==> src/hdl/degree_quartile_edge_weighting_assert.svh <==
// Assertion macros for the degree quartile edge weighting block.
// Used by the top level; expects clk and arst_n in scope.
`ifndef DEGREE_QUARTILE_EDGE_WEIGHTING_ASSERT_SVH
`define DEGREE_QUARTILE_EDGE_WEIGHTING_ASSERT_SVH

// same-cycle implication
`define DQEW_ASSERT_NOW(lbl, pre, post) \
	lbl: assert property (@(posedge clk) disable iff (!arst_n) (pre) |-> (post)) \
		else $error("dqew check failed");

// next-cycle implication
`define DQEW_ASSERT_NEXT(lbl, pre, post) \
	lbl: assert property (@(posedge clk) disable iff (!arst_n) (pre) |=> (post)) \
		else $error("dqew check failed");

`endif

==> src/hdl/dqew_pkg.sv <==
// Shared constants, types and helper functions of the degree quartile edge weighting block.
// No dependencies.
`timescale 1ns / 1ps

package dqew_pkg;

	localparam int MAX_NODES = 1024;
	localparam int IDX_W     = $clog2(MAX_NODES);
	localparam int CNT_W     = IDX_W + 1;
	localparam int DEG_W     = 16;
	localparam int BIT_W     = $clog2(DEG_W);
	localparam int ID_W      = 32;
	localparam int CFG_W     = 11;
	localparam int OUT_IDX_W = 10;

	localparam logic [1:0] REQ_LOAD     = 2'd0;
	localparam logic [1:0] REQ_FINISH   = 2'd1;
	localparam logic [1:0] REQ_CLASSIFY = 2'd2;

	localparam logic [1:0] ST_EDGE    = 2'd0;
	localparam logic [1:0] ST_THR     = 2'd1;
	localparam logic [1:0] ST_UNKNOWN = 2'd2;
	localparam logic [1:0] ST_FULL    = 2'd3;

	localparam logic [3:0] PROB_TOP  = 4'd8;
	localparam logic [3:0] PROB_HIGH = 4'd4;
	localparam logic [3:0] PROB_MID  = 4'd2;
	localparam logic [3:0] PROB_LOW  = 4'd1;

	typedef struct packed {
		logic       take;
		logic       sweep_clr;
		logic       run_search;
		logic       run_sel;
		logic       run_clear;
		logic       put_u;
		logic       put_v;
		logic       deg_rd_u;
		logic       deg_rd_v;
		logic       deg_wr_u;
		logic       deg_wr_v;
		logic       latch_deg_u;
		logic       latch_deg_v;
		logic       sel_step;
		logic       res_load;
		logic [1:0] res_code;
	} cmd_t;

	typedef struct packed {
		logic sweep_done;
		logic table_full;
		logic sel_last;
	} stat_t;

	function automatic logic [1:0] grade(input logic [DEG_W-1:0] d,
		input logic [DEG_W-1:0] lo, input logic [DEG_W-1:0] mid,
		input logic [DEG_W-1:0] hi);
		logic [1:0] g;
		if (d > hi) begin
			g = 2'd3;
		end else if (d > mid) begin
			g = 2'd2;
		end else if (d > lo) begin
			g = 2'd1;
		end else begin
			g = 2'd0;
		end
		return g;
	endfunction

	function automatic logic [3:0] prob_of(input logic [1:0] g);
		logic [3:0] p;
		unique case (g)
			2'd3: p = PROB_TOP;
			2'd2: p = PROB_HIGH;
			2'd1: p = PROB_MID;
			default: p = PROB_LOW;
		endcase
		return p;
	endfunction

endpackage

==> src/hdl/dqew_ctrl.sv <==
// Controller state machine: sequences search, placement, degree updates and selection.
// Depends on dqew_pkg; commands dqew_datapath through cmd_t.
`timescale 1ns / 1ps

module dqew_ctrl (
	input  logic            clk,
	input  logic            arst_n,
	input  logic            in_valid,
	input  logic [1:0]      req_type,
	output logic            in_ready,
	output logic            out_valid,
	input  logic            out_ready,
	input  dqew_pkg::stat_t stat,
	output dqew_pkg::cmd_t  cmd
);

	localparam logic [3:0] S_CLEAR    = 4'd0;
	localparam logic [3:0] S_IDLE     = 4'd1;
	localparam logic [3:0] S_SEARCH   = 4'd2;
	localparam logic [3:0] S_PLACE    = 4'd3;
	localparam logic [3:0] S_PUT_U    = 4'd4;
	localparam logic [3:0] S_PUT_V    = 4'd5;
	localparam logic [3:0] S_RD_U     = 4'd6;
	localparam logic [3:0] S_WR_U     = 4'd7;
	localparam logic [3:0] S_RD_V     = 4'd8;
	localparam logic [3:0] S_WR_V     = 4'd9;
	localparam logic [3:0] S_CRD_U    = 4'd10;
	localparam logic [3:0] S_CRD_V    = 4'd11;
	localparam logic [3:0] S_CLATCH   = 4'd12;
	localparam logic [3:0] S_SEL      = 4'd13;
	localparam logic [3:0] S_SEL_STEP = 4'd14;
	localparam logic [3:0] S_EMIT     = 4'd15;

	logic [3:0] state_q, state_d;
	logic [1:0] req_q;
	logic [1:0] kind_q, kind_d;
	logic       out_valid_q;
	logic       accept;

	assign in_ready  = (state_q == S_IDLE);
	assign out_valid = out_valid_q;
	assign accept    = in_valid && in_ready;

	always_comb begin
		state_d = state_q;
		kind_d  = kind_q;
		cmd     = '0;
		cmd.res_code = kind_q;
		unique case (state_q)
			S_CLEAR: begin
				cmd.run_clear = 1'b1;
				if (stat.sweep_done) begin
					state_d = S_IDLE;
				end
			end
			S_IDLE: begin
				if (accept) begin
					cmd.take      = 1'b1;
					cmd.sweep_clr = 1'b1;
					priority if (req_type == dqew_pkg::REQ_FINISH) begin
						state_d = S_SEL;
					end else if (req_type == dqew_pkg::REQ_LOAD ||
						req_type == dqew_pkg::REQ_CLASSIFY) begin
						state_d = S_SEARCH;
					end else begin
						state_d = S_IDLE;
					end
				end
			end
			S_SEARCH: begin
				cmd.run_search = 1'b1;
				if (stat.sweep_done) begin
					state_d = (req_q == dqew_pkg::REQ_LOAD) ? S_PLACE : S_CRD_U;
				end
			end
			S_PLACE: begin
				if (stat.table_full) begin
					kind_d  = dqew_pkg::ST_FULL;
					state_d = S_EMIT;
				end else begin
					state_d = S_PUT_U;
				end
			end
			S_PUT_U: begin
				cmd.put_u = 1'b1;
				state_d   = S_PUT_V;
			end
			S_PUT_V: begin
				cmd.put_v = 1'b1;
				state_d   = S_RD_U;
			end
			S_RD_U: begin
				cmd.deg_rd_u = 1'b1;
				state_d      = S_WR_U;
			end
			S_WR_U: begin
				cmd.deg_wr_u = 1'b1;
				state_d      = S_RD_V;
			end
			S_RD_V: begin
				cmd.deg_rd_v = 1'b1;
				state_d      = S_WR_V;
			end
			S_WR_V: begin
				cmd.deg_wr_v = 1'b1;
				state_d      = S_IDLE;
			end
			S_CRD_U: begin
				cmd.deg_rd_u = 1'b1;
				state_d      = S_CRD_V;
			end
			S_CRD_V: begin
				cmd.deg_rd_v    = 1'b1;
				cmd.latch_deg_u = 1'b1;
				state_d         = S_CLATCH;
			end
			S_CLATCH: begin
				cmd.latch_deg_v = 1'b1;
				kind_d          = dqew_pkg::ST_EDGE;
				state_d         = S_EMIT;
			end
			S_SEL: begin
				cmd.run_sel = 1'b1;
				if (stat.sweep_done) begin
					state_d = S_SEL_STEP;
				end
			end
			S_SEL_STEP: begin
				cmd.sel_step  = 1'b1;
				cmd.sweep_clr = 1'b1;
				if (stat.sel_last) begin
					kind_d  = dqew_pkg::ST_THR;
					state_d = S_EMIT;
				end else begin
					state_d = S_SEL;
				end
			end
			S_EMIT: begin
				// hold until the output register is free
				if (!out_valid_q || out_ready) begin
					cmd.res_load = 1'b1;
					state_d      = S_IDLE;
				end
			end
			default: state_d = S_IDLE;
		endcase
	end

	always_ff @(posedge clk or negedge arst_n) begin
		if (!arst_n) begin
			state_q     <= S_CLEAR;
			req_q       <= dqew_pkg::REQ_LOAD;
			kind_q      <= dqew_pkg::ST_EDGE;
			out_valid_q <= 1'b0;
		end else begin
			state_q <= state_d;
			kind_q  <= kind_d;
			if (accept) begin
				req_q <= req_type;
			end
			if (cmd.res_load) begin
				out_valid_q <= 1'b1;
			end else if (out_ready) begin
				out_valid_q <= 1'b0;
			end
		end
	end

endmodule

==> config.mk <==
export PLATFORM = sky130hd
export DESIGN_NAME = dqew_ctrl
export DESIGN_NICKNAME = d
export VERILOG_FILES = /design/src/hdl/degree_quartile_edge_weighting_assert.svh /design/src/hdl/dqew_pkg.sv /design/src/hdl/dqew_ctrl.sv
export SDC_FILE = /design/constraint.sdc
export NUM_CORES = 1
export LEC_CHECK = 0
export ABC_AREA = 1
export BUFFER_PORTS_ARGS = -buffer_cell sky130_fd_sc_hd__buf_2
export CORE_MARGIN = 3
export CORE_UTILIZATION = 40
export DETAILED_ROUTE_END_ITERATION = 16
export PLACE_DENSITY = 0.72
export REMOVE_ABC_BUFFERS = 1
export SLEW_MARGIN = 20
export SYNTH_ARGS = -nofsm -noshare
export SYNTH_HDL_FRONTEND = slang
export SYNTH_SLANG_ARGS = --single-unit
==> constraint.sdc <==
create_clock -name clk -period 1.8 [get_ports clk]
set_clock_uncertainty 0.15 [all_clocks]
set_input_delay 0.09 -clock clk [delete_from_list [all_inputs] [get_ports clk]]
set_output_delay 0.09 -clock clk [all_outputs]
set_load 0.05 [all_outputs]
==> metrics, run 1 <==
Top-Level Pins 28; share of the synthesized area in the top cell type 0.3056; static leakage power roughly 0.63 nW; number of nets with antenna violations after routing 0; min-delay worst type primary input to register; number of cells in the design after placement 178; top cells by area in the synthesized netlist sky130_fd_sc_hd__dfrtp_1 31%, sky130_fd_sc_hd__nand2_1 23%, sky130_fd_sc_hd__inv_1 11%; placement-stage worst setup slack ~260 ps; clk buf depth 2; netlist area before placement roughly 740 um2; area enclosed by the die boundary 2394 um2; final cycle utilization of the critical path 0.9489; floorplan die width 48.93 um; n_diodes 0; YS warnings 0; worst-case vdd ir drop roughly 0.0009 V; minimum clock period after layout about 1700 ps; number of buffers created by CTS 3; result of the run finished, final reports clean; clock root buffer sky130_fd_sc_hd__clkbuf_4; average wire length per cell after detail routing between 10 and 15 um; net total in the final layout 173; count of max-cap constraint violations 0; critical-path maximum fanout 7; clock insertion delay at the later pin of the skew report ~270 ps; crit path kind register to primary output; cells along the critical path inv_2 -> nand2_1 -> nor2_1 -> buf_2; TritonCTS clock tree done; count of TritonRoute iterations in the first routing pass 4; number of library cell types mapped by synthesis 16; Tightest Pin Transition roughly 250 ps; Final Wtd Congestion between 0.9 and 1; number of standard cells in the layout, taps in and fillers out between 150 and 200; power density relative to cell area between 2000 and 2500 nW/um2; DRC violations left 0; prevailing post-synth register cell sky130_fd_sc_hd__dfrtp_1; arrival time of the worst setup path 1470 ps; via count a little under 900; number of antenna violations at the first check in global routing 0; Final Core Density 0.6141; proportion of synthesized chip area in sequential cells 0.3056; CP required between 1500 and 2000 ps; sinks on the clock net 9; post-layout worst setup margin 92.07 ps; number of port buffers 27; hold violation total from the final report 0; H-tree depth 1; final HPWL from detailed placement around 1.6 mm; cell type contributing the most total cell area after synthesis sky130_fd_sc_hd__dfrtp_1; CP top delay family flip-flops; fraction of registers with async set or reset after synthesis 1.000; element type at the critical path start register; tightest slew margin relative to the limit 0.8328; initial cell density of the core 0.4573; vertical die dimension a little under 50 um; EDFF count, synth 0; Final Max Tran Viols 0; post-synthesis cell count approximately 130; DR vias/cell between 4 and 5; Detailed Route WL around 1.9 mm; number of buffers and inverters on the critical path 2; Total Power roughly 2.0 mW; overall routing resource usage 0.1725; global-route wire length before repair approximately 3.3 mm; Overflow after GRT 0; # rows 14; area growth from synthesis to final layout 34.30%; most common cell after layout, fill and taps aside sky130_fd_sc_hd__nand2_1; Core Area approximately 1600 um2; count of state elements after synthesis 9; per-instance average area after synthesis 5.757 um2; timing-limited maximum frequency 585.5 MHz; largest net degree at the start of global routing 10; crit-path max cell delay 460 ps; unrepaired setup endpoints after global routing false; most used cells in the layout excluding fill and tap cells 45 x sky130_fd_sc_hd__nand2_1, 24 x sky130_fd_sc_hd__buf_2, 21 x sky130_fd_sc_hd__inv_1, 21 x sky130_fd_sc_hd__nor2_1, 6 x sky130_fd_sc_hd__o21ai_0; Critical Path End Type primary output; Crit-path slowest cell sky130_fd_sc_hd__dfrtp_2; clock slew seen by the registers of the worst setup and hold paths roughly 60 ps; detailed router's first-iteration violation count 36; via count of the first global-routing pass 756; final number of setup-violating endpoints 0; ratio of cells with drive above 1 in the final layout 0.3067
## cells by family (layout without fill, tap and decap cells)
logic type | after synthesis | in the layout | share of synthesized area
buffers and inverters | 26 | 61 | 0.1375
AOI/OAI and AO/OA | 11 | 11 | 0.08489
DFF | 9 | 9 | 0.3056
and+or+nand+nor | 82 | 82 | 0.4720
## cells in the mapped netlist (2+ instances only)
cell type	number
sky130_fd_sc_hd__a21oi_1	3
sky130_fd_sc_hd__dfrtp_1	9
sky130_fd_sc_hd__inv_1	21
sky130_fd_sc_hd__inv_2	4
sky130_fd_sc_hd__nand2_1	45
sky130_fd_sc_hd__nand2_2	3
sky130_fd_sc_hd__nand3_1	5
sky130_fd_sc_hd__nor2_1	21
sky130_fd_sc_hd__nor2_2	4
sky130_fd_sc_hd__nor3_1	2
sky130_fd_sc_hd__o21ai_0	6
## state kept, by name (all words and copies together) (netlist names)
name       cells
state_q        4
kind_q         2
req_q          2
out_valid      1
## metrics by stage
stage,instance area [um2],hold WS (ps),setup TNS (ps)
2_1_floorplan,729.5,-355.6,-641.2
3_3_place_gp,894.6,-194.2,0
3_5_place_dp,894.6,-192.6,0
4_1_cts,967.2,3.749,0
5_1_grt,989.7,12.78,0
6_report,989.7,2.421,0
## routing by layer
metal | wire length (um) | global-route usage | part of all wire | vias up
met3 | 168 | 0.04893 | 0.088 | 4
li1 | - | - | - | 454
met2 | 825 | 0.2557 | 0.43 | 40
met5 | 0 | 0 | 0 | -
met4 | 29 | 0.06161 | 0.015 | 0
met1 | 888 | 0.2365 | 0.46 | 368
## tightest hold or removal path, stage by stage
cell and delay (ps):
sky130_fd_sc_hd__buf_2 100, sky130_fd_sc_hd__nand3_2 110, sky130_fd_sc_hd__a21oi_1 80
## report_power, final
group          total, mW  leakage, nW  switching (mW)  internal [mW]
Clock              0.160       0.0150          0.0740         0.0856
Combinational       1.40        0.504            1.01          0.384
Sequential         0.423        0.106           0.117          0.307
## worst paths after layout
kind | from | end | slack, ps | cells past startpoint
worst max-delay path | state_q[0]$_DFFE_PN0P_ | cmd[14] | 90 | 4
worst min register to register | req_q[1]$_DFFE_PN0P_ | req_q[1]$_DFFE_PN0P_ | 350 | 2
worst max register to register | state_q[0]$_DFFE_PN0P_ | state_q[2]$_DFFE_PN0P_ | 300 | 8
min in group asynchronous | arst_n | req_q[0]$_DFFE_PN0P_ | 50 | 2
worst min-delay path | stat[1] | kind_q[0]$_DFFE_PN0P_ | 2 | 3
max in group asynchronous | arst_n | state_q[3]$_DFFE_PN0P_ | 1240 | 2
## cell type report
| class | instances | area (um2) |
|---|---|---|
| inverter | 25 | 93.84 |
| sequential | 9 | 230.2 |
| timing repair buffer | 32 | 193.9 |
| fill | 158 | 621.8 |
| tap | 24 | 30.03 |
| clock buffer | 4 | 26.28 |
| multi-input combinational | 93 | 415.4 |
## what timing repair did
action                                 4_1_cts  5_1_grt
gates resized for setup                      2        8
buffers inserted                             0        1
hold buffers                                 4        0
endpoints found under the hold margin       12        0
setup endpoints to repair                    1        4
pin swaps                                    0        1
No activity file was read; power rests on OpenSTA's default activity.
==> run 2: changes to the inputs <==
ABC_AREA = 0   (was 1)
PLACE_DENSITY = 0.73   (was 0.72)
==> run 2 against run 1 <==
The run now ends with setup timing left. Power rose by 20%. First-iteration DRC count fell by 58%. Clock power rose by 6%. Hold slack improved by 29 ps. Critical path type is now register to register. Highest routed layer unchanged.
==> metrics, run 2 <==
via count of the first global-routing pass 796 (+5.3%); power density relative to cell area 2187 nW/um2 (+9.2%); prevailing post-synth register cell sky130_fd_sc_hd__dfrtp_1; violated checks setup timing; average wire length per cell after detail routing 14.74 um (+44%); fraction of registers with async set or reset after synthesis 1.000 (unchanged); DRC violations left 0 (unchanged); arrival time of the worst setup path 1810 ps (+340 ps); Detailed Route WL 2.300 mm (+20%); number of buffers created by CTS 3 (unchanged); clk buf depth 2 (unchanged); YS warnings 0 (unchanged); Final Max Tran Viols 0 (unchanged); max reg flops 4 (unchanged); most instantiated cells after synthesis 10 x sky130_fd_sc_hd__nand2_1, 9 x sky130_fd_sc_hd__dfrtp_1, 9 x sky130_fd_sc_hd__nor2_1, 8 x sky130_fd_sc_hd__o21ai_0; EDFF count, synth 0 (unchanged); DR vias/cell 5.353 (+16%); crit path kind register to register; tightest slew margin relative to the limit 0.7726 (-0.06023); final non-filler cell area 1086 um2 (+9.7%); static leakage power 0.5334 nW (-15%); net total in the final layout 142 (-18%); placement-stage worst setup slack 99.48 ps (-158.3 ps); largest net degree at the start of global routing 16 (+6); area growth from synthesis to final layout 49.65%; cell type contributing the most total cell area after synthesis sky130_fd_sc_hd__dfrtp_1; clock insertion delay at the later pin of the skew report 270 ps (about the same); number of nets with antenna violations after routing 0 (unchanged); count of state elements after synthesis 9 (unchanged); floorplan die width 48.60 um (-0.67%); per-instance average area after synthesis 7.975 um2 (+39%); final cycle utilization of the critical path 1.006 (+0.05760); Top reg by flops state_q; number of library cell types mapped by synthesis 33 (+17); number of standard cells in the layout, taps in and fillers out 156 (-17%); number of buffers and inverters on the critical path 1 (-1); detailed router's first-iteration violation count 15 (-58%); Tightest Pin Transition 341.1 ps (+88.61 ps); min-delay worst type primary input to register; most frequently used cell type in the post-synthesis netlist sky130_fd_sc_hd__nand2_1; n_diodes 0 (unchanged); timing-limited maximum frequency 552.0 MHz (-5.7%); vertical die dimension 48.60 um (-0.67%); Critical Path End Type register; number of cells in the design after placement 143 (-20%); CP top delay family flip-flops; overall routing resource usage 0.1788 (+0.006210); clock slew seen by the registers of the worst setup and hold paths 70 ps (about the same); initial cell density of the core 0.4503 (-0.006988); top cells by area in the synthesized netlist sky130_fd_sc_hd__dfrtp_1 31%, sky130_fd_sc_hd__o21ai_0 5.5%, sky130_fd_sc_hd__nand2_1 5.2%; share of the synthesized area in the top cell type 0.3103 (+0.004742); post-layout worst setup margin -11.61 ps (-103.7 ps); final HPWL from detailed placement 1.543 mm (-2.7%); area after detailed placement 908.4 um2 (+1.5%); hold violation total from the final report 0 (unchanged); most used cells in the layout excluding fill and tap cells 19 x sky130_fd_sc_hd__buf_2, 13 x sky130_fd_sc_hd__buf_4, 9 x sky130_fd_sc_hd__nand2_1; Overflow after GRT 0 (unchanged); TritonCTS clock tree done; post-synthesis cell count 91 (-29%); via count 835 (-3.6%); most common cell after layout, fill and taps aside sky130_fd_sc_hd__buf_2; sinks on the clock net 9 (unchanged); clock root buffer sky130_fd_sc_hd__clkbuf_4; critical-path maximum fanout 6 (-1); ratio of cells with drive above 1 in the final layout 0.4242 (+0.1175); final number of setup-violating endpoints 1 (+1); number of port buffers 27 (unchanged); proportion of synthesized chip area in sequential cells 0.3103 (+0.004742); Crit-path slowest cell sky130_fd_sc_hd__dfrtp_2; CP required 1800 ps (+240 ps); Total Power 2.376 mW (+20%); setup_tns -11.61 ps (-11.61 ps); H-tree depth 1 (unchanged); number of antenna violations at the first check in global routing 0 (unchanged); fill count 162 (+2.5%); netlist area before placement 725.7 um2 (-1.5%); # rows 14 (unchanged); Top-Level Pins 28 (unchanged); minimum clock period after layout 1812 ps (+103.7 ps); global-route wire length before repair 3.415 mm (+4.4%); unrepaired setup endpoints after global routing true; element type at the critical path start register; count of max-cap constraint violations 0 (unchanged); Final Wtd Congestion 0.8589 (-6.0%); Core Area 1612 um2 (unchanged); area enclosed by the die boundary 2361 um2 (-1.3%); cells along the critical path buf_4 -> or3_1 -> a21oi_2 -> nor2_2 -> mux2_4; count of TritonRoute iterations in the first routing pass 4 (unchanged); top flop regs state_q: 4 flops, kind_q: 2 flops, req_q: 2 flops; crit-path max cell delay 460 ps (about the same); worst-case vdd ir drop 0.001194 V (+29%); result of the run complete, but fails checks
run 2: logic make-up (layout without fill, tap and decap cells):
family / count (synthesis) / after routing / synth area share
and+or+nand+nor: 36 / 36 / 0.2500
AOI/OAI and AO/OA: 27 / 27 / 0.2673
xor gates and xnor gates: 1 / 1 / 0.01207
muxes: 4 / 4 / 0.06551
DFF: 9 / 9 / 0.3104
buffers and inverters: 14 / 55 / 0.09483
run 2: path summary, 6_finish.rpt:
kind | start | to | slack [ps] | cells past startpoint
min in group asynchronous | arst_n | state_q[3]$_DFFE_PN0P_ | 50 | 2
worst min register to register | req_q[1]$_DFFE_PN0P_ | req_q[1]$_DFFE_PN0P_ | 380 | 1
worst min-delay path | out_ready | out_valid$_DFFE_PN0P_ | 30 | 3
max in group asynchronous | arst_n | state_q[0]$_DFFE_PN0P_ | 1230 | 2
worst max register to register | state_q[0]$_DFFE_PN0P_ | state_q[2]$_DFFE_PN0P_ | -10 | 5
worst max-delay path | state_q[0]$_DFFE_PN0P_ | state_q[2]$_DFFE_PN0P_ | -10 | 5
run 2: layout make-up:
type                            instances  area [um2]  area share
Multi-Input combinational cell         68       461.7      0.4251
Sequential cell                         9       226.5      0.2085
Tap cell                               24       30.03     0.02765
Timing Repair Buffer                   44       315.3      0.2903
Inverter                                7       26.28     0.02419
Clock buffer                            4       26.28     0.02419
run 2: routing by layer:
metal,part of all wire,GRT usage
met1,0.42,0.2363
met2,0.49,0.3096
met3,0.083,0.02761
met4,0.0061,0.03318
met5,0,0
run 2: where the power goes:
group | switching, mW | total (mW) | internal, mW
logic | 1.16 | 1.81 | 0.651
registers | 0.0888 | 0.400 | 0.311
clock network | 0.0832 | 0.169 | 0.0858
run 2: per-stage QoR:
step | util | hold WS (ps)
4_1_cts | 0.6211 | 27.91
3_3_place_gp | 0.5637 | -191.8
5_1_grt | 0.6739 | 79.80
6_report | 0.6739 | 31.43
2_1_floorplan | - | -355.6
3_5_place_dp | 0.5637 | -188.7
run 2: repair_timing:
item	4_1_cts	5_1_grt
endpoints found under the setup margin	6	11
buffers inserted	0	4
gates cloned	0	0
hold endpoints to repair	13	0
pin swaps	0	5
hold buffers	5	0
resized for setup	7	17
run 2: tightest hold or removal path, delay by kind of cell:
family | cells | cell delay (ps)
AND/OR/NAND/NOR | 2 | 260
buffers and inverters | 1 | 70
